`src/rtl/lcd_controller_serial_frame_writer_unit_macros.svh`:
```
// Assertion helpers, clocked on i_clk and disabled while i_rst_n is low.
`ifndef LCD_CONTROLLER_SERIAL_FRAME_WRITER_UNIT_MACROS_SVH
`define LCD_CONTROLLER_SERIAL_FRAME_WRITER_UNIT_MACROS_SVH

`define LCDSW_ASSERT_IMPL(label, ante, cons) \
    label: assert property (@(posedge i_clk) disable iff (!i_rst_n) (ante) |-> (cons)) \
        else $error("lcdsw assertion failed");

`define LCDSW_ASSERT_NEXT(label, ante, cons) \
    label: assert property (@(posedge i_clk) disable iff (!i_rst_n) (ante) |=> (cons)) \
        else $error("lcdsw assertion failed");

`endif

```
`src/rtl/lcdsw_pkg.sv`:
```
package lcdsw_pkg;

    localparam int C_MAX_BITS  = 10;
    localparam int C_ID_BITS   = 3;
    localparam int C_ADDR_BITS = 7;
    localparam int C_BYTE_BITS = 8;
    localparam int C_NIB_BITS  = 4;
    localparam int C_CNT_W     = $clog2(C_MAX_BITS + 1);

    localparam logic [C_ID_BITS-1:0] C_ID_CMD = 3'b100;
    localparam logic [C_ID_BITS-1:0] C_ID_WR  = 3'b101;

    typedef logic [C_CNT_W-1:0]    t_cnt;
    typedef logic [C_MAX_BITS-1:0] t_bits;

    typedef enum logic [1:0] {
        REQ_OPEN_CMD = 2'd0,
        REQ_OPEN_WR  = 2'd1,
        REQ_CMD      = 2'd2,
        REQ_DATA     = 2'd3
    } t_req_type;

    typedef enum logic [1:0] {
        FS_IDLE = 2'd0,
        FS_CMD  = 2'd1,
        FS_WR   = 2'd2
    } t_frame_state;

    typedef struct packed {
        logic [1:0]             req_type;
        logic [C_ADDR_BITS-1:0] address;
        logic [C_BYTE_BITS-1:0] value;
        logic                   nibble_only;
        logic                   end_frame;
    } t_req;

    // bits are left aligned, MSB goes out first
    typedef struct packed {
        t_bits bits;
        t_cnt  cnt;
        logic  rel_cs;
        logic  err;
    } t_frame;

endpackage

```
`src/rtl/lcdsw_req_if.sv`:
```
interface lcdsw_req_if
    import lcdsw_pkg::*;
();
    logic                   valid;
    logic                   ready;
    logic [1:0]             req_type;
    logic [C_ADDR_BITS-1:0] address;
    logic [C_BYTE_BITS-1:0] value;
    logic                   nibble_only;
    logic                   end_frame;

    modport source (
        output valid, req_type, address, value, nibble_only, end_frame,
        input  ready
    );
    modport sink (
        input  valid, req_type, address, value, nibble_only, end_frame,
        output ready
    );
endinterface

```
`src/rtl/lcdsw_res_if.sv`:
```
interface lcdsw_res_if;
    logic valid;
    logic ready;
    logic data_bit;
    logic release_cs;
    logic status;
    logic last;

    modport source (
        output valid, data_bit, release_cs, status, last,
        input  ready
    );
    modport sink (
        input  valid, data_bit, release_cs, status, last,
        output ready
    );
endinterface

```
`src/rtl/lcdsw_frame_build.sv`:
```
module lcdsw_frame_build
    import lcdsw_pkg::*;
(
    input  logic       i_clk,
    input  logic       i_rst_n,
    lcdsw_req_if.sink  i_req,
    input  logic       i_take,
    output logic       o_frame_valid,
    output t_frame     o_frame
);

    logic         r_in_valid;
    t_req         r_req;
    t_frame_state r_frame_state;
    t_frame_state n_frame_state;
    t_frame       n_frame;

    assign i_req.ready   = !r_in_valid || i_take;
    assign o_frame_valid = r_in_valid;
    assign o_frame       = n_frame;

    always_ff @(posedge i_clk) begin
        if (!i_rst_n) begin
            r_in_valid    <= 1'b0;
            r_frame_state <= FS_IDLE;
        end else begin
            if (i_req.ready) begin
                r_in_valid <= i_req.valid;
            end
            if (i_take) begin
                r_frame_state <= n_frame_state;
            end
        end
    end

    always_ff @(posedge i_clk) begin
        if (i_req.valid && i_req.ready) begin
            r_req <= '{req_type:    i_req.req_type,
                       address:     i_req.address,
                       value:       i_req.value,
                       nibble_only: i_req.nibble_only,
                       end_frame:   i_req.end_frame};
        end
    end

    always_comb begin
        n_frame       = '0;
        n_frame_state = r_frame_state;
        unique case (r_req.req_type)
            REQ_OPEN_CMD: begin
                if (r_frame_state == FS_IDLE) begin
                    n_frame.bits  = {C_ID_CMD, (C_MAX_BITS - C_ID_BITS)'(0)};
                    n_frame.cnt   = t_cnt'(C_ID_BITS);
                    n_frame_state = FS_CMD;
                end else begin
                    n_frame.err = 1'b1;
                end
            end
            REQ_OPEN_WR: begin
                if (r_frame_state == FS_IDLE) begin
                    n_frame.bits  = {C_ID_WR, r_req.address};
                    n_frame.cnt   = t_cnt'(C_ID_BITS + C_ADDR_BITS);
                    n_frame_state = FS_WR;
                end else begin
                    n_frame.err = 1'b1;
                end
            end
            REQ_CMD: begin
                // trailing zero after the command byte
                if (r_frame_state == FS_CMD) begin
                    n_frame.bits = {r_req.value, (C_MAX_BITS - C_BYTE_BITS)'(0)};
                    n_frame.cnt  = t_cnt'(C_BYTE_BITS + 1);
                end else begin
                    n_frame.err = 1'b1;
                end
            end
            REQ_DATA: begin
                if (r_frame_state == FS_WR) begin
                    if (r_req.nibble_only) begin
                        n_frame.bits = {r_req.value[C_NIB_BITS-1:0],
                                        (C_MAX_BITS - C_NIB_BITS)'(0)};
                        n_frame.cnt  = t_cnt'(C_NIB_BITS);
                    end else begin
                        n_frame.bits = {r_req.value, (C_MAX_BITS - C_BYTE_BITS)'(0)};
                        n_frame.cnt  = t_cnt'(C_BYTE_BITS);
                    end
                end else begin
                    n_frame.err = 1'b1;
                end
            end
            default: begin
                n_frame.err = 1'b1;
            end
        endcase

        if (n_frame.err) begin
            // rejected request: one slot, state untouched
            n_frame.bits  = '0;
            n_frame.cnt   = t_cnt'(1);
            n_frame_state = r_frame_state;
        end else if (r_req.end_frame) begin
            n_frame.rel_cs = 1'b1;
            n_frame_state  = FS_IDLE;
        end
    end

endmodule

```
`src/rtl/lcdsw_shifter.sv`:
```
`include "lcd_controller_serial_frame_writer_unit_macros.svh"

module lcdsw_shifter
    import lcdsw_pkg::*;
(
    input  logic         i_clk,
    input  logic         i_rst_n,
    input  logic         i_frame_valid,
    input  t_frame       i_frame,
    output logic         o_take,
    lcdsw_res_if.source  o_res
);

    logic  r_valid;
    t_bits r_bits;
    t_cnt  r_cnt;
    logic  r_rel;
    logic  r_err;
    logic  w_last;

    assign w_last = (r_cnt == t_cnt'(1));
    assign o_take = i_frame_valid && (!r_valid || (o_res.ready && w_last));

    assign o_res.valid      = r_valid;
    assign o_res.data_bit   = r_bits[C_MAX_BITS-1];
    assign o_res.release_cs = r_rel && w_last;
    assign o_res.status     = r_err;
    assign o_res.last       = w_last;

    always_ff @(posedge i_clk) begin
        if (!i_rst_n) begin
            r_valid <= 1'b0;
        end else if (o_take) begin
            r_valid <= 1'b1;
        end else if (o_res.ready && w_last) begin
            r_valid <= 1'b0;
        end
    end

    always_ff @(posedge i_clk) begin
        if (o_take) begin
            r_bits <= i_frame.bits;
            r_cnt  <= i_frame.cnt;
            r_rel  <= i_frame.rel_cs;
            r_err  <= i_frame.err;
        end else if (r_valid && o_res.ready && !w_last) begin
            r_bits <= {r_bits[C_MAX_BITS-2:0], 1'b0};
            r_cnt  <= r_cnt - t_cnt'(1);
        end
    end

    `LCDSW_ASSERT_IMPL(a_err_one_slot, r_valid && r_err, w_last && !r_bits[C_MAX_BITS-1] && !r_rel)
    `LCDSW_ASSERT_IMPL(a_cnt_range, r_valid, r_cnt != '0 && r_cnt <= t_cnt'(C_MAX_BITS))
    `LCDSW_ASSERT_NEXT(a_mid_frame_step, r_valid && o_res.ready && !w_last, r_valid && r_cnt == t_cnt'($past(r_cnt) - t_cnt'(1)))

endmodule

```
`src/rtl/lcd_controller_serial_frame_writer_unit.sv`:
```
// Serial frame writer for a three-wire LCD segment controller. Each request
// yields one result per bit slot in send order: 3 slots to open a command
// frame, 10 to open a write frame (ID then 7-bit address), 9 for a command
// byte, 8 or 4 for data; a request that does not suit the open frame yields
// one result with status set. The bit shift register emits one slot per
// cycle while the sink is ready, and the next request loads in the cycle its
// predecessor's last slot is taken: sustained output is one bit slot per
// cycle with no gaps between requests. An accepted request is registered in
// the frame builder, then loaded into the shift register for its first slot;
// a further request can be accepted while the previous one is shifting out.
module lcd_controller_serial_frame_writer_unit
    import lcdsw_pkg::*;
(
    input  logic         i_clk,
    input  logic         i_rst_n,
    lcdsw_req_if.sink    i_req,
    lcdsw_res_if.source  o_res
);

    logic   w_take;
    logic   w_frame_valid;
    t_frame w_frame;

    lcdsw_frame_build u_build (
        .i_clk         (i_clk),
        .i_rst_n       (i_rst_n),
        .i_req         (i_req),
        .i_take        (w_take),
        .o_frame_valid (w_frame_valid),
        .o_frame       (w_frame)
    );

    lcdsw_shifter u_shifter (
        .i_clk         (i_clk),
        .i_rst_n       (i_rst_n),
        .i_frame_valid (w_frame_valid),
        .i_frame       (w_frame),
        .o_take        (w_take),
        .o_res         (o_res)
    );

endmodule

```
`src/flat_wrapper.sv`:
```
// flat-port wrapper written by rule: the top's interface ports become plain ports
module lcd_controller_serial_frame_writer_unit_flat import lcdsw_pkg::*;
  (i_clk, i_rst_n, i_req_valid, i_req_req_type, i_req_address, i_req_value, i_req_nibble_only, i_req_end_frame, i_req_ready, o_res_valid, o_res_data_bit, o_res_release_cs, o_res_status, o_res_last, o_res_ready);
  lcdsw_req_if i_req_i ();
  lcdsw_res_if o_res_i ();
  input  logic i_clk;
  input  logic i_rst_n;
  input wire logic [$bits(i_req_i.valid)-1:0] i_req_valid;
  input wire logic [$bits(i_req_i.req_type)-1:0] i_req_req_type;
  input wire logic [$bits(i_req_i.address)-1:0] i_req_address;
  input wire logic [$bits(i_req_i.value)-1:0] i_req_value;
  input wire logic [$bits(i_req_i.nibble_only)-1:0] i_req_nibble_only;
  input wire logic [$bits(i_req_i.end_frame)-1:0] i_req_end_frame;
  output wire logic [$bits(i_req_i.ready)-1:0] i_req_ready;
  output wire logic [$bits(o_res_i.valid)-1:0] o_res_valid;
  output wire logic [$bits(o_res_i.data_bit)-1:0] o_res_data_bit;
  output wire logic [$bits(o_res_i.release_cs)-1:0] o_res_release_cs;
  output wire logic [$bits(o_res_i.status)-1:0] o_res_status;
  output wire logic [$bits(o_res_i.last)-1:0] o_res_last;
  input wire logic [$bits(o_res_i.ready)-1:0] o_res_ready;
  assign i_req_i.valid = i_req_valid;
  assign i_req_i.req_type = i_req_req_type;
  assign i_req_i.address = i_req_address;
  assign i_req_i.value = i_req_value;
  assign i_req_i.nibble_only = i_req_nibble_only;
  assign i_req_i.end_frame = i_req_end_frame;
  assign i_req_ready = i_req_i.ready;
  assign o_res_valid = o_res_i.valid;
  assign o_res_data_bit = o_res_i.data_bit;
  assign o_res_release_cs = o_res_i.release_cs;
  assign o_res_status = o_res_i.status;
  assign o_res_last = o_res_i.last;
  assign o_res_i.ready = o_res_ready;
  lcd_controller_serial_frame_writer_unit u_core (.i_clk(i_clk), .i_rst_n(i_rst_n), .i_req(i_req_i), .o_res(o_res_i));
endmodule
```
`config.mk`:
```
export PLATFORM = sky130hd
export DESIGN_NAME = lcd_controller_serial_frame_writer_unit_flat
export DESIGN_NICKNAME = d
export VERILOG_FILES = /design/src/rtl/lcdsw_pkg.sv /design/src/rtl/lcdsw_req_if.sv /design/src/rtl/lcdsw_res_if.sv /design/src/rtl/lcdsw_frame_build.sv /design/src/rtl/lcdsw_shifter.sv /design/src/rtl/lcd_controller_serial_frame_writer_unit.sv /design/src/flat_wrapper.sv
export VERILOG_INCLUDE_DIRS = /design/src /design/src/rtl
export SDC_FILE = /design/constraint.sdc
export NUM_CORES = 1
export LEC_CHECK = 0
export ABC_CLOCK_PERIOD_IN_PS = 3300
export BUFFER_PORTS_ARGS = -buffer_cell sky130_fd_sc_hd__clkbuf_2
export CAP_MARGIN = 25
export CORE_ASPECT_RATIO = 1.25
export CORE_MARGIN = 2
export CORE_UTILIZATION = 35
export DETAILED_ROUTE_END_ITERATION = 7
export GPL_ROUTABILITY_DRIVEN = 0
export PLACE_DENSITY_LB_ADDON = 0.25
export SLEW_MARGIN = 10
export SYNTH_ARGS = -nofsm -noshare
export SYNTH_HDL_FRONTEND = slang
export SYNTH_SLANG_ARGS = --single-unit
export TNS_END_PERCENT = 20
```
`constraint.sdc`:
```
create_clock -name i_clk -period 3.3 [get_ports i_clk]
set_input_delay 0.495 -clock i_clk [delete_from_list [all_inputs] [get_ports i_clk]]
set_output_delay 0.495 -clock i_clk [all_outputs]
set_load 0.02 [all_outputs]
```
# Word-level counts from Yosys, hierarchy flattened
# Cells that the tools add are included.
[totals]
output_inout_bits = 6
regBits = 39
inputBits = 23
[op_classes]
n_mux = 22
n_addsub = 1
bitwise = 1
n_eq_ne = 8
reduce_logical = 18
[op_table]
columns = ["op", "n"]
rows = [
  ["$mux 14", 6],
  ["$pmux 14 s4", 1],
  ["$mux 10", 2],
  ["$mux 4", 2],
  ["$eq 2x2->1 const B", 3],
  ["$logic_and 1x1->1", 6],
  ["$mux 1", 6],
  ["$mux 2", 3],
  ["$ne 3x3->1 const B", 2],
  ["$reduce_and 5->1", 1],
  ["$eq 2x1->1 const B", 2],
  ["$eq 4x1->1 const B", 1],
  ["$logic_not 2->1", 2],
  ["$pmux 2 s2", 1],
  ["$reduce_bool 2->1", 2],
  ["$sub 4x1->4 const B", 1],
  ["$logic_not 1->1", 3],
  ["$pmux 1 s3", 1],
  ["$reduce_bool 3->1", 1],
  ["$logic_or 1x1->1", 2],
  ["$reduce_or 2->1", 1],
  ["$not 1->1", 1],
]

# Longest topological paths before layout
# Gate-level depths: netlist of the first run.
[logic_depth]
depth_word = 6
mapped_depth = 7

# By module
# Synthesis of the first run repeated with hierarchy kept, for this count alone.
[hier_totals]
hier_cells = 117
area_unflattened_um2 = 1803.0
[by_module_without_submodules]
columns = ["module", "cells_per_inst", "n_inst", "area_each_um2", "seq_area_each_um2"]
rows = [
  ["lcdsw_frame_build", 66, 1, 974.7, 630.6],
  ["lcdsw_shifter", 51, 1, 828.3, 500.5],
]

# Least setup slack after synthesis of the first run
# No wires, ideal clock.
[synth_path]
kind = "flip-flop to flip-flop"
startpoint = "reg u_core.u_shifter.r_cnt[0]"
endpoint = "reg u_core.u_shifter.r_bits[0] (enable)"
path_stages_with_launch = 4
required_time_ps = 2896
period_less_slack_ps = 2320
path_buffers = 0
arrival_ps = 1915
setup_slack_ps = 980
setup_ps = 404
path_cell_list = "edfxtp_1 ha_1 nor3b_1 o21ai_0"
[synth_between]
elab_chain_len = 5
word_cells_on_any_way = 7
classes_between = "eq/ne: 1; reduce/logical: 6"
[synth_rtl]
columns = ["element", "line_no", "text"]
rows = [
  ["start, declared", "lcdsw_shifter.sv:16", "t_cnt r_cnt;"],
  ["start signal, assigned", "lcdsw_shifter.sv:43", "r_cnt <= i_frame.cnt;"],
  ["start signal, assigned", "lcdsw_shifter.sv:48", "r_cnt <= r_cnt - t_cnt'(1);"],
  ["$eq 4x1->1 (*)", "lcdsw_shifter.sv:21", "assign w_last = (r_cnt == t_cnt'(1));"],
  ["named net o_res_last", "flat_wrapper.sv:19", "output wire logic [$bits(o_res_i.last)-1:0] o_res_last;"],
  ["$logic_and 1x1->1", "lcdsw_shifter.sv:22", "assign o_take = i_frame_valid && (!r_valid || (o_res.ready && w_last));"],
  ["$logic_or 1x1->1", "lcdsw_shifter.sv:22", ""],
  ["$logic_and 1x1->1", "lcdsw_shifter.sv:22", ""],
  ["$reduce_bool 2->1 (no line) (*)", "-", ""],
  ["end signal, assigned", "lcdsw_shifter.sv:42", "r_bits <= i_frame.bits;"],
  ["end signal, assigned", "lcdsw_shifter.sv:47", "r_bits <= {r_bits[C_MAX_BITS-2:0], 1'b0};"],
  ["end, declared", "lcdsw_shifter.sv:15", "t_bits r_bits;"],
]
# Mark *: on every way through the listed nets, which the timed path passes. The rest lies on a longest branch.
# A chain may end at the register's enable or synchronous reset.

# Worst setup path after layout of the first run
[layout_path]
startpoint = "reg u_core.u_shifter.r_cnt[0]"
endpoint = "out i_req_ready"
[layout_between]
elab_chain_len = 5
[layout_rtl]
columns = ["element", "line_no", "text"]
rows = [
  ["$eq 4x1->1", "lcdsw_shifter.sv:21", ""],
  ["$logic_and 1x1->1", "lcdsw_shifter.sv:22", ""],
  ["$logic_or 1x1->1", "lcdsw_shifter.sv:22", ""],
  ["$logic_and 1x1->1", "lcdsw_shifter.sv:22", ""],
  ["$logic_or 1x1->1", "lcdsw_frame_build.sv:18", "assign i_req.ready = !r_in_valid || i_take;"],
  ["end, declared", "flat_wrapper.sv:14", "output wire logic [$bits(i_req_i.ready)-1:0] i_req_ready;"],
]
# No other way between the ends.

==> metrics.md, run 1 <==
| Metric | Value |
|---|---|
| Clk pwr share | between 20% and 30% |
| Post-cts resize count | 0 |
| Post-Syn Nets | about 150 |
| Buffers on Ports | 28 |
| Post-synthesis cell area | roughly 1700 sq um |
| Post-synth EDFFs | 35 |
| Crit end category | output port |
| Initial core utilization | between 30% and 40% |
| Avg Cell Area, Syn | ~14 sq um |
| Clk root buf | clkbuf_8 |
| Max Freq | between 400 and 500 MHz |
| Crit path DAT | about 1.7 ns |
| Switching share of power | between 20% and 30% |
| Async SR Flop Fraction | 0% |
| Clk_skew | approximately 0.0056 ns |
| Reg clk slew, reported paths | approximately 0.070 ns |
| DR vias/cell | roughly 5.0 |
| RSZ-0062 raised after global routing | no |
| Setup violations, final | 0 |
| Top FF cell, synth | edfxtp_1 |
| WL per Instance | between 10 and 15 microns |
| Peak VDD IR | ~0.24 mV |
| CP max FO | 4 |
| Vias in the first global route | 1,060 |
| Max Cap Viol | 0 |
| Period utilisation layout | between 60% and 70% |
| First-pass GRT wire length | 4.97 mm |
| Final Util | a little over two fifths |
| Pre-antenna DRT Iters | 4 |
| Mux contribution to synthesized area | 0% |
| ANT cells | 0 |
| Synth warnings | 0 |
| Largest net degree at the start of global routing | 26 |
| Worst flop-to-flop path startpoint | u_core.u_shifter.r_cnt[0]$_DFFE_PP_ |
| # IOs | 29 |
| Adder-Cell Fraction of Synth Area | between 1 and 1.5% |
| Final hold violation count | 0 |
| Tot GR Track Use | between 10% and 20% |
| Reg power frac | 60.0% |
| Yosys cell types | 39 |
| Die Y | a little over 80 microns |
| # H-tree levels | 2 |
| Final worst path period need | ~2.2 ns |
| Sink Count | 39 |
| Hold Crit Start | i_req_value[7] |
| DRT iter0 DRCs | 24 |
| Die X | about 67 microns |
| Max-slew violation count | 0 |
| Worst Hold Class | input port to flop |
| HPWL Detailed | around 2.2 mm |
| Overflow after GRT | 0 |
| Slowest stage delay, CP | approximately 0.46 ns |
| Simple-Gate Fraction of Synth Area | 13.4% |
| Vias | about 1,100 |
| Core Region | approximately 4700 sq um |
| Status | completed |
| Post-route ant nets | 0 |
| # rows | 28 |
| Xor/xnor share of the synthesized area | under 10% |
| P per Cell Area | 502 nW/um^2 |
| Leak pwr | roughly 0.76 nW |
| Area grow syn2layout | 16.9% |
| CP cell instances | ha_1, and4bb_2, nor2_1, nand2_1, clkbuf_2 |
| DP Area | just under 2000 sq um |
| WS Path Type | flop to output port |
| Final TNS setup | 0 ns |
| Switching Power | ~230 uW |
| Fillers | between 400 and 500 |
| Inserted Clock Buffers | 5 |
| Final nets | 180 |
| Worst rel slew slack | ~75% |
| Main combinational cell family by area after synthesis | compound AO/OA/AOI/OAI gates |
| Crit path from | u_core.u_shifter.r_cnt[0]$_DFFE_PP_ |
| Compound-Gate Fraction of Synth Area | ~14% |
| CTS tree | yes |
| Die ar. | 5480 sq um |
| Post-synthesis register bit count | 39 |
| CP Data Required Time | roughly 2.8 ns |
| Worst-margin pin slew | approximately 0.37 ns |
| Startpoint Class | flop |
| Initial antenna violation count | 0 |
| Design internal power | 779 uW |
| Post-CTS Setup Inserts | 0 |
| Register area share after synthesis | between 60% and 70% |
| Skew-Pair Late Insertion Delay | about 0.29 ns |
| Bufs on Longest Clock Path | 2 |
| Crit path max-delay cell type | edfxtp_1 |
| Share of cells above drive strength 1 | around 34% |
| Hold Buf Count CTS | 0 |
| Final instance area | between 2000 and 2500 sq um |
| Mapped Cells | between 100 and 150 |
| Comb power frac | between 10% and 20% |
| Wirelength, routed | 2.98 mm |
| Detailed-route DRC error count | 0 |
==> area by class of cell <==
| type | instances | area, sq um | share of cell area (%) |
|---|---|---|---|
| well taps | 60 | 75.1 | 3.75 |
| repair buffers | 31 | 163 | 8.11 |
| multi-input cells | 71 | 528 | 26.3 |
| clock buffers | 7 | 76.3 | 3.81 |
| flip-flops and latches | 39 | 1130 | 56.4 |
| inverters | 7 | 26.3 | 1.31 |
| clock inverters | 1 | 5.00 | 0.250 |
==> per-layer routing <==
metal | routed length (microns) | up-vias | track usage (%)
li1 | - | 527 | -
met1 | 1320 | 518 | 15.8
met2 | 1470 | 24 | 18.8
met3 | 117 | 6 | 3.25
met4 | 70 | 0 | 6.73
met5 | 0 | - | 0
==> worst max-delay path, delay by kind of cell, from the launching register on <==
| kind | cells | cell delay [ns] |
|---|---|---|
| AND/OR/NAND/NOR | 3 | 0.54 |
| flip-flops | 1 | 0.46 |
| buffers and inverters | 1 | 0.16 |
| adder cells (fa/ha/maj) | 1 | 0.25 |
==> registers in the layout, indices dropped and copies added, names as in the netlist <==
register	cells
u_core.u_build.r_frame_state	2
u_core.u_build.o_frame_valid	1
u_core.u_shifter.r_rel	1
u_core.u_shifter.o_res.valid	1
u_core.u_shifter.r_cnt	4
u_core.u_shifter.r_bits	10
u_core.u_shifter.o_res.status	1
u_core.u_build.r_req	19
==> path summary, 6_finish.rpt <==
path,endpoint,slack (ns),cells after the start
worst min-delay path,u_core.u_build.r_req[9]$_DFFE_PP_,0.38,1
worst max-delay path,i_req_ready,1.10,5
worst min register to register,u_core.u_shifter.r_bits[1]$_DFFE_PP_,0.53,2
worst max register to register,u_core.u_shifter.r_bits[6]$_DFFE_PP_,1.27,6
==> Yosys cell counts, drive strengths merged (2+ instances only) <==
cell    count  share of area, %
a21oi       6               1.8
buf         4               1.7
nor2        9               2.4
and4bb      2               1.5
nor3b       2              0.88
nor3        5               2.0
o21a        2              0.95
xnor2       2               1.0
ha          2               1.5
o31ai       2              0.88
and2        2              0.88
edfxtp     35                61
dfxtp       4               4.7
a22o       11               6.0
inv         7               1.5
o21ai       3               1.5
nand2       9               2.0
==> cells by family after synthesis <==
group                    count (synthesis)
buffers and inverters                   11
adder cells (fa/ha/maj)                  2
XOR/XNOR                                 3
flip-flops                              39
AND/OR/NAND/NOR                         36
AO/OA/AOI/OAI                           30
==> metrics by stage <==
| step | std cells | hold slack [ns] | power (mW) | worst slack, ns |
|---|---|---|---|---|
| finish | 216 | 0.381 | 1.01 | 1.10 |
| global route | 216 | 0.360 | 1.06 | 1.00 |
| CTS | 216 | 0.369 | 1.02 | 1.09 |
| detailed placement | 208 | 0.521 | 0.719 | 1.27 |
| global placement | 207 | 0.514 | 0.712 | 1.17 |
| floorplan | 121 | 0.495 | 0.681 | 0.980 |
==> power groups by stage <==
stage	combinational [mW]	sequential, mW	clock [mW]
2_1_floorplan	0.0711	0.610	0
3_3_place_gp	0.101	0.612	0
3_5_place_dp	0.105	0.614	0
4_1_cts	0.105	0.603	0.312
5_1_grt	0.118	0.607	0.335
6_report	0.104	0.603	0.298
==> placed cells by master, fill, tap and decap left out, types with 3 or more instances in the layout <==
cell and n:
nor3_1 3, nor2_1 8, a21oi_1 6, buf_4 3
nand2_1 9, a22o_2 5, inv_1 7, dfxtp_1 4
clkbuf_2 28, clkbuf_8 5, a22o_1 6, edfxtp_1 35
Note: power is estimated with default switching activity, not from simulation.
==> run 2: changes to the inputs <==
Settings changed: ABC_CLOCK_PERIOD_IN_PS 3300 to 2000.
Clock period 3.3 ns to 2 ns, I/O delays scaled along.
==> run 2 against run 1 <==
Die area did not move. Largest cell class unchanged. Wire length rose by 3.8%. Clock skew fell by 0.0020 ns. Highest routed layer unchanged. Flip-flop and latch count did not move. Sequential power rose by 65%. Utilization rose by 0.82 points. Critical path type unchanged. Via count rose by 2.5%. Setup slack got worse by 1.0 ns.
==> metrics.md, run 2 (synthesis gave the netlist of run 1 again) <==
| Metric | Value |
|---|---|
| Worst flop-to-flop path startpoint | u_core.u_shifter.r_cnt[0]$_DFFE_PP_ (unchanged) |
| CTS tree | yes (unchanged) |
| Worst Hold Class | input port to flop (unchanged) |
| Period utilisation layout | approximately 96% |
| WS Path Type | flop to output port (unchanged) |
| First-pass GRT wire length | 5.04 mm (was 4.97 mm) |
| Overflow after GRT | 0 (unchanged) |
| Post-route ant nets | 0 (unchanged) |
| # H-tree levels | 2 (unchanged) |
| Clk_skew | 0.00361 ns (was 0.00560 ns) |
| Sequential cell area | 1130 sq um (unchanged) |
| Fillers | 452 (was 469) |
| Skew-Pair Late Insertion Delay | 0.29 ns (about the same) |
| Final worst setup slack | 0.0755 ns (was 1.10 ns) |
| Initial core utilization | 36.2% (unchanged) |
| Hold Crit Start | i_req_address[6] (was i_req_value[7]) |
| Max FFs per register | 19 (unchanged) |
| Status | completed (unchanged) |
| Most common cell after layout, fill and taps aside | edfxtp_1 (unchanged) |
| Commonest cells after routing, fill and taps aside | 35 x edfxtp_1, 28 x clkbuf_2, 9 x nand2_1, 7 x inv_1, 7 x nor2_1 (was 35 x edfxtp_1, 28 x clkbuf_2, 9 x nand2_1, 8 x nor2_1, 7 x inv_1) |
| Reg clk slew, reported paths | 0.07 ns (about the same) |
| Non-Filler Instances | 218 (was 216) |
| WHS | 0.184 ns (was 0.381 ns) |
| # IOs | 29 (unchanged) |
| Peak VDD IR | 0.389 mV (was 0.245 mV) |
| Final Util | 43.2% (was 42.4%) |
| Max Freq | between 500 and 600 MHz |
| Multi-input logic area | 539 sq um (was 528 sq um) |
| P per Cell Area | 822 nW/um^2 (was 502 nW/um^2) |
| Largest net degree at the start of global routing | 20 (was 26) |
| R2R depth | 6 (unchanged) |
| ANT cells | 0 (unchanged) |
| Startpoint Class | flop (unchanged) |
| Largest regs | u_core.u_build.r_req x19, u_core.u_shifter.r_bits x10, u_core.u_shifter.r_cnt x4 (unchanged) |
| Worst-margin pin slew | 0.396 ns (was 0.366 ns) |
| Crit path DAT | 1.62 ns (was 1.70 ns) |
| RSZ-0062 raised after global routing | yes (was no) |
| Inserted Clock Buffers | 5 (unchanged) |
| Detailed-route DRC error count | 0 (unchanged) |
| Initial antenna violation count | 0 (unchanged) |
| Share of cells above drive strength 1 | 36.7% (was 34.0%) |
| Pre-antenna DRT Iters | 4 (unchanged) |
| Die X | 66.6 microns (unchanged) |
| Max Cap Viol | 0 (unchanged) |
| Post-placement cell count | 209 (was 208) |
| Wirelength, routed | 3.09 mm (was 2.98 mm) |
| Sink Count | 39 (unchanged) |
| R2r setup slk | 0.12 ns (was 1.27 ns) |
| CP Data Required Time | 1.70 ns (was 2.80 ns) |
| DRT iter0 DRCs | 33 (was 24) |
| Tot GR Track Use | 12.6% (was 12.3%) |
| Design Power | 1.68 mW (was 1.01 mW) |
| Die ar. | 5480 sq um (unchanged) |
| Leak pwr | 0.770 nW (was 0.755 nW) |
| Vias in the first global route | 1,114 (was 1,060) |
| Bufs on Longest Clock Path | 2 (unchanged) |
| Final worst path period need | around 1.9 ns |
| Area grow syn2layout | 19.2% (was 16.9%) |
| Core Region | 4730 sq um (unchanged) |
| DR vias/cell | 5.06 (was 4.98) |
| Reg with most FFs | u_core.u_build.r_req (unchanged) |
| Reg-to-reg critical path endpoint | u_core.u_shifter.r_bits[9]$_DFFE_PP_ (was u_core.u_shifter.r_bits[6]$_DFFE_PP_) |
| WL per Instance | 14.2 microns (was 13.8 microns) |
| Setup violations, final | 0 (unchanged) |
| Setup WS pre-CTS | 0.123 ns (was 1.27 ns) |
| Die Y | 82.2 microns (unchanged) |
| # rows | 28 (unchanged) |
| Worst Hold Depth | 1 (unchanged) |
| Final hold violation count | 0 (unchanged) |
| Worst rel slew slack | 73.5% (was 75.5%) |
| Vias | 1,102 (was 1,075) |
| Final nets | 182 (was 180) |
| HPWL Detailed | 2.32 mm (was 2.20 mm) |
| Crit end category | output port (unchanged) |
| Clk root buf | clkbuf_8 (unchanged) |
| Worst Hold End | u_core.u_build.r_req[16]$_DFFE_PP_ (was u_core.u_build.r_req[9]$_DFFE_PP_) |
| Max-slew violation count | 0 (unchanged) |
| Buffers on Ports | 28 (unchanged) |
| CP max FO | 4 (unchanged) |
| Hold Buf Count CTS | 0 (unchanged) |
run 2: changes by cell type in the layout (fill, tap and decap cells not counted):
cell | previous run | this run
buf_12 | 0 | 1
nor2_1 | 8 | 7
a21oi_2 | 0 | 1
a21oi_1 | 6 | 5
nor3b_2 | 0 | 1
nor3b_1 | 2 | 1
nor2_2 | 0 | 1
buf_4 | 3 | 4
run 2: per-layer routing:
| metal | vias to the layer above | wire length [microns] | global-route usage (%) |
|---|---|---|---|
| met2 | 24 | 1570 | 21.7 |
| met4 | 0 | 76 | 7.35 |
| met3 | 6 | 144 | 2.98 |
| met5 | - | 0 | 0 |
| met1 | 538 | 1300 | 14.2 |
| li1 | 534 | - | - |
run 2: stage by stage:
stage	setup TNS, ns	instance area, sq um
floorplan	0	1720
finish	0	2040
CTS	0	2040
global placement	0	1950
global route	-0.0654	2040
detailed placement	0	1950
run 2: timing repair:
item,CTS,global route
setup endpoints to repair,1,2
setup buffers,0,1
gates resized for setup,1,0
run 2: worst max-delay path, cell delays in order, from the launching register on:
cell and delay (ns):
edfxtp_1 0.43, ha_1 0.23, and4bb_2 0.26, nor2_2 0.16, nand2_1 0.09, clkbuf_2 0.17
run 2: how the worst max path moves through the flow:
stage	startpoint	end	slack [ns]	depth (start not counted)
4_1_cts	u_core.u_shifter.r_cnt[0]$_DFFE_PP_	i_req_ready	0.07	5
3_5_place_dp	u_core.u_shifter.r_cnt[0]$_DFFE_PP_	u_core.u_shifter.r_bits[9]$_DFFE_PP_	0.12	6
6_report	u_core.u_shifter.r_cnt[0]$_DFFE_PP_	i_req_ready	0.08	5
3_3_place_gp	u_core.u_shifter.r_cnt[0]$_DFFE_PP_	u_core.u_shifter.r_bits[9]$_DFFE_PP_	0.16	6
2_1_floorplan	u_core.u_shifter.r_cnt[1]$_DFFE_PP_	u_core.u_shifter.r_bits[0]$_SDFFCE_PP0P_	0.06	6
5_1_grt	u_core.u_shifter.r_cnt[0]$_DFFE_PP_	i_req_ready	-0.04	5
run 2: power by group:
| part | internal (mW) | switching [mW] | total, mW |
|---|---|---|---|
| registers | 0.961 | 0.0342 | 0.996 |
| clock network | 0.244 | 0.254 | 0.499 |
| logic | 0.0872 | 0.0977 | 0.185 |
run 2: cell type report:
type | count | share of cell area (%)
inverters | 7 | 1.29
multi-input cells | 71 | 26.4
flip-flops and latches | 39 | 55.4
clock inverters | 1 | 0.245
well taps | 60 | 3.67
clock buffers | 7 | 3.74
repair buffers | 33 | 9.31
==> run 3: changes to the inputs <==
==> constraint.sdc (replaced) <==
create_clock -name i_clk -period 2 [get_ports i_clk]
set_input_delay 0.3 -clock i_clk [delete_from_list [all_inputs] [get_ports i_clk]]
set_output_delay 0.3 -clock i_clk [all_outputs]
set_load 0.01 [all_outputs]
==> run 3 against run 2 <==
Sequential share of layout area shrank 1.7 points. Clock-buffer cell count shrank 2. First-iteration DRC count grew 58%. Sequential power shrank 0.4%. Setup slack gained 0.045 ns. Clock power grew 25%. Combinational power grew 5%. Hold slack gained 0.0016 ns. Flip-flop and latch count is the same. Register-to-register slack is essentially flat. Maximum frequency grew 2.4%. Total power grew 7.8%. Critical path type is now flop to flop. Critical endpoint is now u_core.u_shifter.r_bits[9]$_DFFE_PP_. Largest cell class unchanged.
==> metrics.md, run 3 (synthesis gave the netlist of run 1 again) <==
| Metric | Value |
|---|---|
| Post-CTS Setup Inserts | 0 (unchanged) |
| Largest net degree at the start of global routing | 20 (unchanged) |
| First-pass GRT wire length | 4.92 mm (was 5.04 mm) |
| Period utilisation layout | 94.0% (was 96.2%) |
| Largest regs | u_core.u_build.r_req x19, u_core.u_shifter.r_bits x10, u_core.u_shifter.r_cnt x4 (unchanged) |
| Non-Filler Instances | 222 (was 218) |
| Die Y | 82.2 microns (unchanged) |
| # rows | 28 (unchanged) |
| Clk pwr share | 34.5% (was 29.7%) |
| Startpoint Class | flop (unchanged) |
| Initial antenna violation count | 0 (unchanged) |
| Worst Hold Class | input port to flop (unchanged) |
| WHS | 0.185 ns (was 0.184 ns) |
| Worst rel slew slack | 60.0% (was 73.5%) |
| Worst flop-to-flop path startpoint | u_core.u_shifter.r_cnt[0]$_DFFE_PP_ (unchanged) |
| Hold Crit Start | i_req_value[3] (was i_req_address[6]) |
| Design internal power | 1.42 mW (was 1.29 mW) |
| Comb power frac | 10.7% (was 11.0%) |
| RSZ-0062 raised after global routing | yes (unchanged) |
| Switching share of power | 21.5% (was 23.0%) |
| ANT cells | 0 (unchanged) |
| Final nets | 186 (was 182) |
| Clk_skew | 0.00670 ns (was 0.00361 ns) |
| HPWL Detailed | 2.25 mm (was 2.32 mm) |
| Worst-margin pin slew | 0.599 ns (was 0.396 ns) |
| Area grow syn2layout | 22.9% (was 19.2%) |
| WS Path Type | flop to flop (was flop to output port) |
| Reg power frac | 54.8% (was 59.3%) |
| Detailed-route DRC error count | 0 (unchanged) |
| Final instance area | 2110 sq um (was 2040 sq um) |
| Worst Hold Depth | 1 (unchanged) |
| Most common cell after layout, fill and taps aside | edfxtp_1 (unchanged) |
| Inserted Clock Buffers | 5 (unchanged) |
| CP max FO | 10 (was 4) |
| Final worst setup slack | 0.120 ns (was 0.0755 ns) |
| Post-placement cell count | 214 (was 209) |
| Max Cap Viol | 0 (unchanged) |
| # H-tree levels | 2 (unchanged) |
| Status | completed (unchanged) |
| Reg-to-reg critical path endpoint | u_core.u_shifter.r_bits[9]$_DFFE_PP_ (unchanged) |
| Vias in the first global route | 1,087 (was 1,114) |
| Die ar. | 5480 sq um (unchanged) |
| Vias | 1,086 (was 1,102) |
| Leak pwr | 0.805 nW (was 0.770 nW) |
| Reg clk slew, reported paths | 0.08 ns (was 0.07 ns) |
| P per Cell Area | 859 nW/um^2 (was 822 nW/um^2) |
| Crit end category | flop (was output port) |
| DRT iter0 DRCs | 52 (was 33) |
| R2r setup slk | 0.12 ns (about the same) |
| R2R depth | 7 (was 6) |
| DP Area | 1970 sq um (was 1950 sq um) |
| Share of cells above drive strength 1 | 39.5% (was 36.7%) |
| CTS tree | yes (unchanged) |
| DR vias/cell | 4.89 (was 5.06) |
| Crit path DAT | 2.00 ns (was 1.62 ns) |
| CP Data Required Time | 2.12 ns (was 1.70 ns) |
| WL per Instance | 13.3 microns (was 14.2 microns) |
| Bufs on Longest Clock Path | 2 (unchanged) |
| Die X | 66.6 microns (unchanged) |
| # IOs | 29 (unchanged) |
| Reg with most FFs | u_core.u_build.r_req (unchanged) |
| Setup violations, final | 0 (unchanged) |
| Buffers on Ports | 28 (unchanged) |
| Sink Count | 39 (unchanged) |
| Clk root buf | clkbuf_8 (unchanged) |
| Final worst path period need | 1.88 ns (was 1.92 ns) |
| Final hold violation count | 0 (unchanged) |
| Pre-antenna DRT Iters | 5 (was 4) |
| Commonest cells after routing, fill and taps aside | 35 x edfxtp_1, 28 x clkbuf_2, 9 x nand2_1, 9 x buf_4 (was 35 x edfxtp_1, 28 x clkbuf_2, 9 x nand2_1, 7 x inv_1, 7 x nor2_1) |
| Setup WS pre-CTS | -0.139 ns (was 0.123 ns) |
| Max-slew violation count | 0 (unchanged) |
| Initial core utilization | 36.2% (unchanged) |
| Overflow after GRT | 0 (unchanged) |
| Max Freq | 532 MHz (was 520 MHz) |
| Post-route ant nets | 0 (unchanged) |
| Wirelength, routed | 2.96 mm (was 3.09 mm) |
| Core Region | 4730 sq um (unchanged) |
| Peak VDD IR | 0.427 mV (was 0.389 mV) |
| Skew-Pair Late Insertion Delay | 0.29 ns (about the same) |
| Worst Hold End | u_core.u_build.r_req[5]$_DFFE_PP_ (was u_core.u_build.r_req[16]$_DFFE_PP_) |
| Max FFs per register | 19 (unchanged) |
| Switching Power | 390 uW (was 386 uW) |
| Tot GR Track Use | 12.1% (was 12.6%) |
==> run 3: how the worst max path moves through the flow <==
stage / startpoint / end / cells past startpoint
floorplan: u_core.u_shifter.r_cnt[0]$_DFFE_PP_ / u_core.u_shifter.r_bits[0]$_SDFFCE_PP0P_ / 3
global route: u_core.u_shifter.r_cnt[1]$_DFFE_PP_ / i_req_ready / 6
finish: u_core.u_shifter.r_cnt[0]$_DFFE_PP_ / u_core.u_shifter.r_bits[9]$_DFFE_PP_ / 7
detailed placement: u_core.u_shifter.r_cnt[1]$_DFFE_PP_ / u_core.u_build.r_req[14]$_DFFE_PP_ / 5
CTS: u_core.u_shifter.r_cnt[0]$_DFFE_PP_ / i_req_ready / 5
global placement: u_core.u_shifter.r_cnt[1]$_DFFE_PP_ / u_core.u_build.r_req[8]$_DFFE_PP_ / 5
==> run 3: layer usage <==
| metal | global-route usage, % | vias up | routed length (microns) |
|---|---|---|---|
| li1 | - | 539 | - |
| met1 | 14.0 | 520 | 1260 |
| met2 | 20.8 | 23 | 1560 |
| met3 | 3.25 | 4 | 107 |
| met4 | 5.51 | 0 | 34 |
| met5 | 0 | - | 0 |
==> run 3: cell type report <==
cell class | count | area, sq um
Clock inverter | 3 | 38.8
Fill cell | 447 | 2620
Tap cell | 60 | 75.1
Inverter | 7 | 26.3
Clock buffer | 5 | 68.8
Sequential cell | 39 | 1130
Multi-Input combinational cell | 71 | 559
Timing Repair Buffer | 37 | 208
==> run 3: repair_timing <==
item                                    4_1_cts  5_1_grt
hold buffers                                  0        0
resized for setup                             1        4
endpoints found under the setup margin       19       23
==> run 3: metrics by stage <==
step	TNS (ns)	power (mW)	util, %
floorplan	-3.77	1.12	-
global placement	-1.06	1.19	41.7
detailed placement	-2.62	1.20	41.7
CTS	0	1.83	44.1
global route	-0.0300	1.90	44.6
finish	0	1.81	44.6
==> run 3: worst max-delay path: stages (launching register included) <==
cell	delay, ns
edfxtp_1	0.40
ha_1	0.22
and4bb_2	0.25
buf_4	0.14
o21ai_4	0.25
buf_4	0.23
nand2_1	0.06
a32oi_1	0.16
==> run 3: power groups by stage <==
stage          sequential (mW)  clock (mW)  combinational [mW]
2_1_floorplan             1.00           0               0.116
3_3_place_gp              1.01           0               0.182
3_5_place_dp              1.01           0               0.190
4_1_cts                  0.991       0.643               0.193
5_1_grt                  0.998       0.682               0.217
6_report                 0.992       0.625               0.194
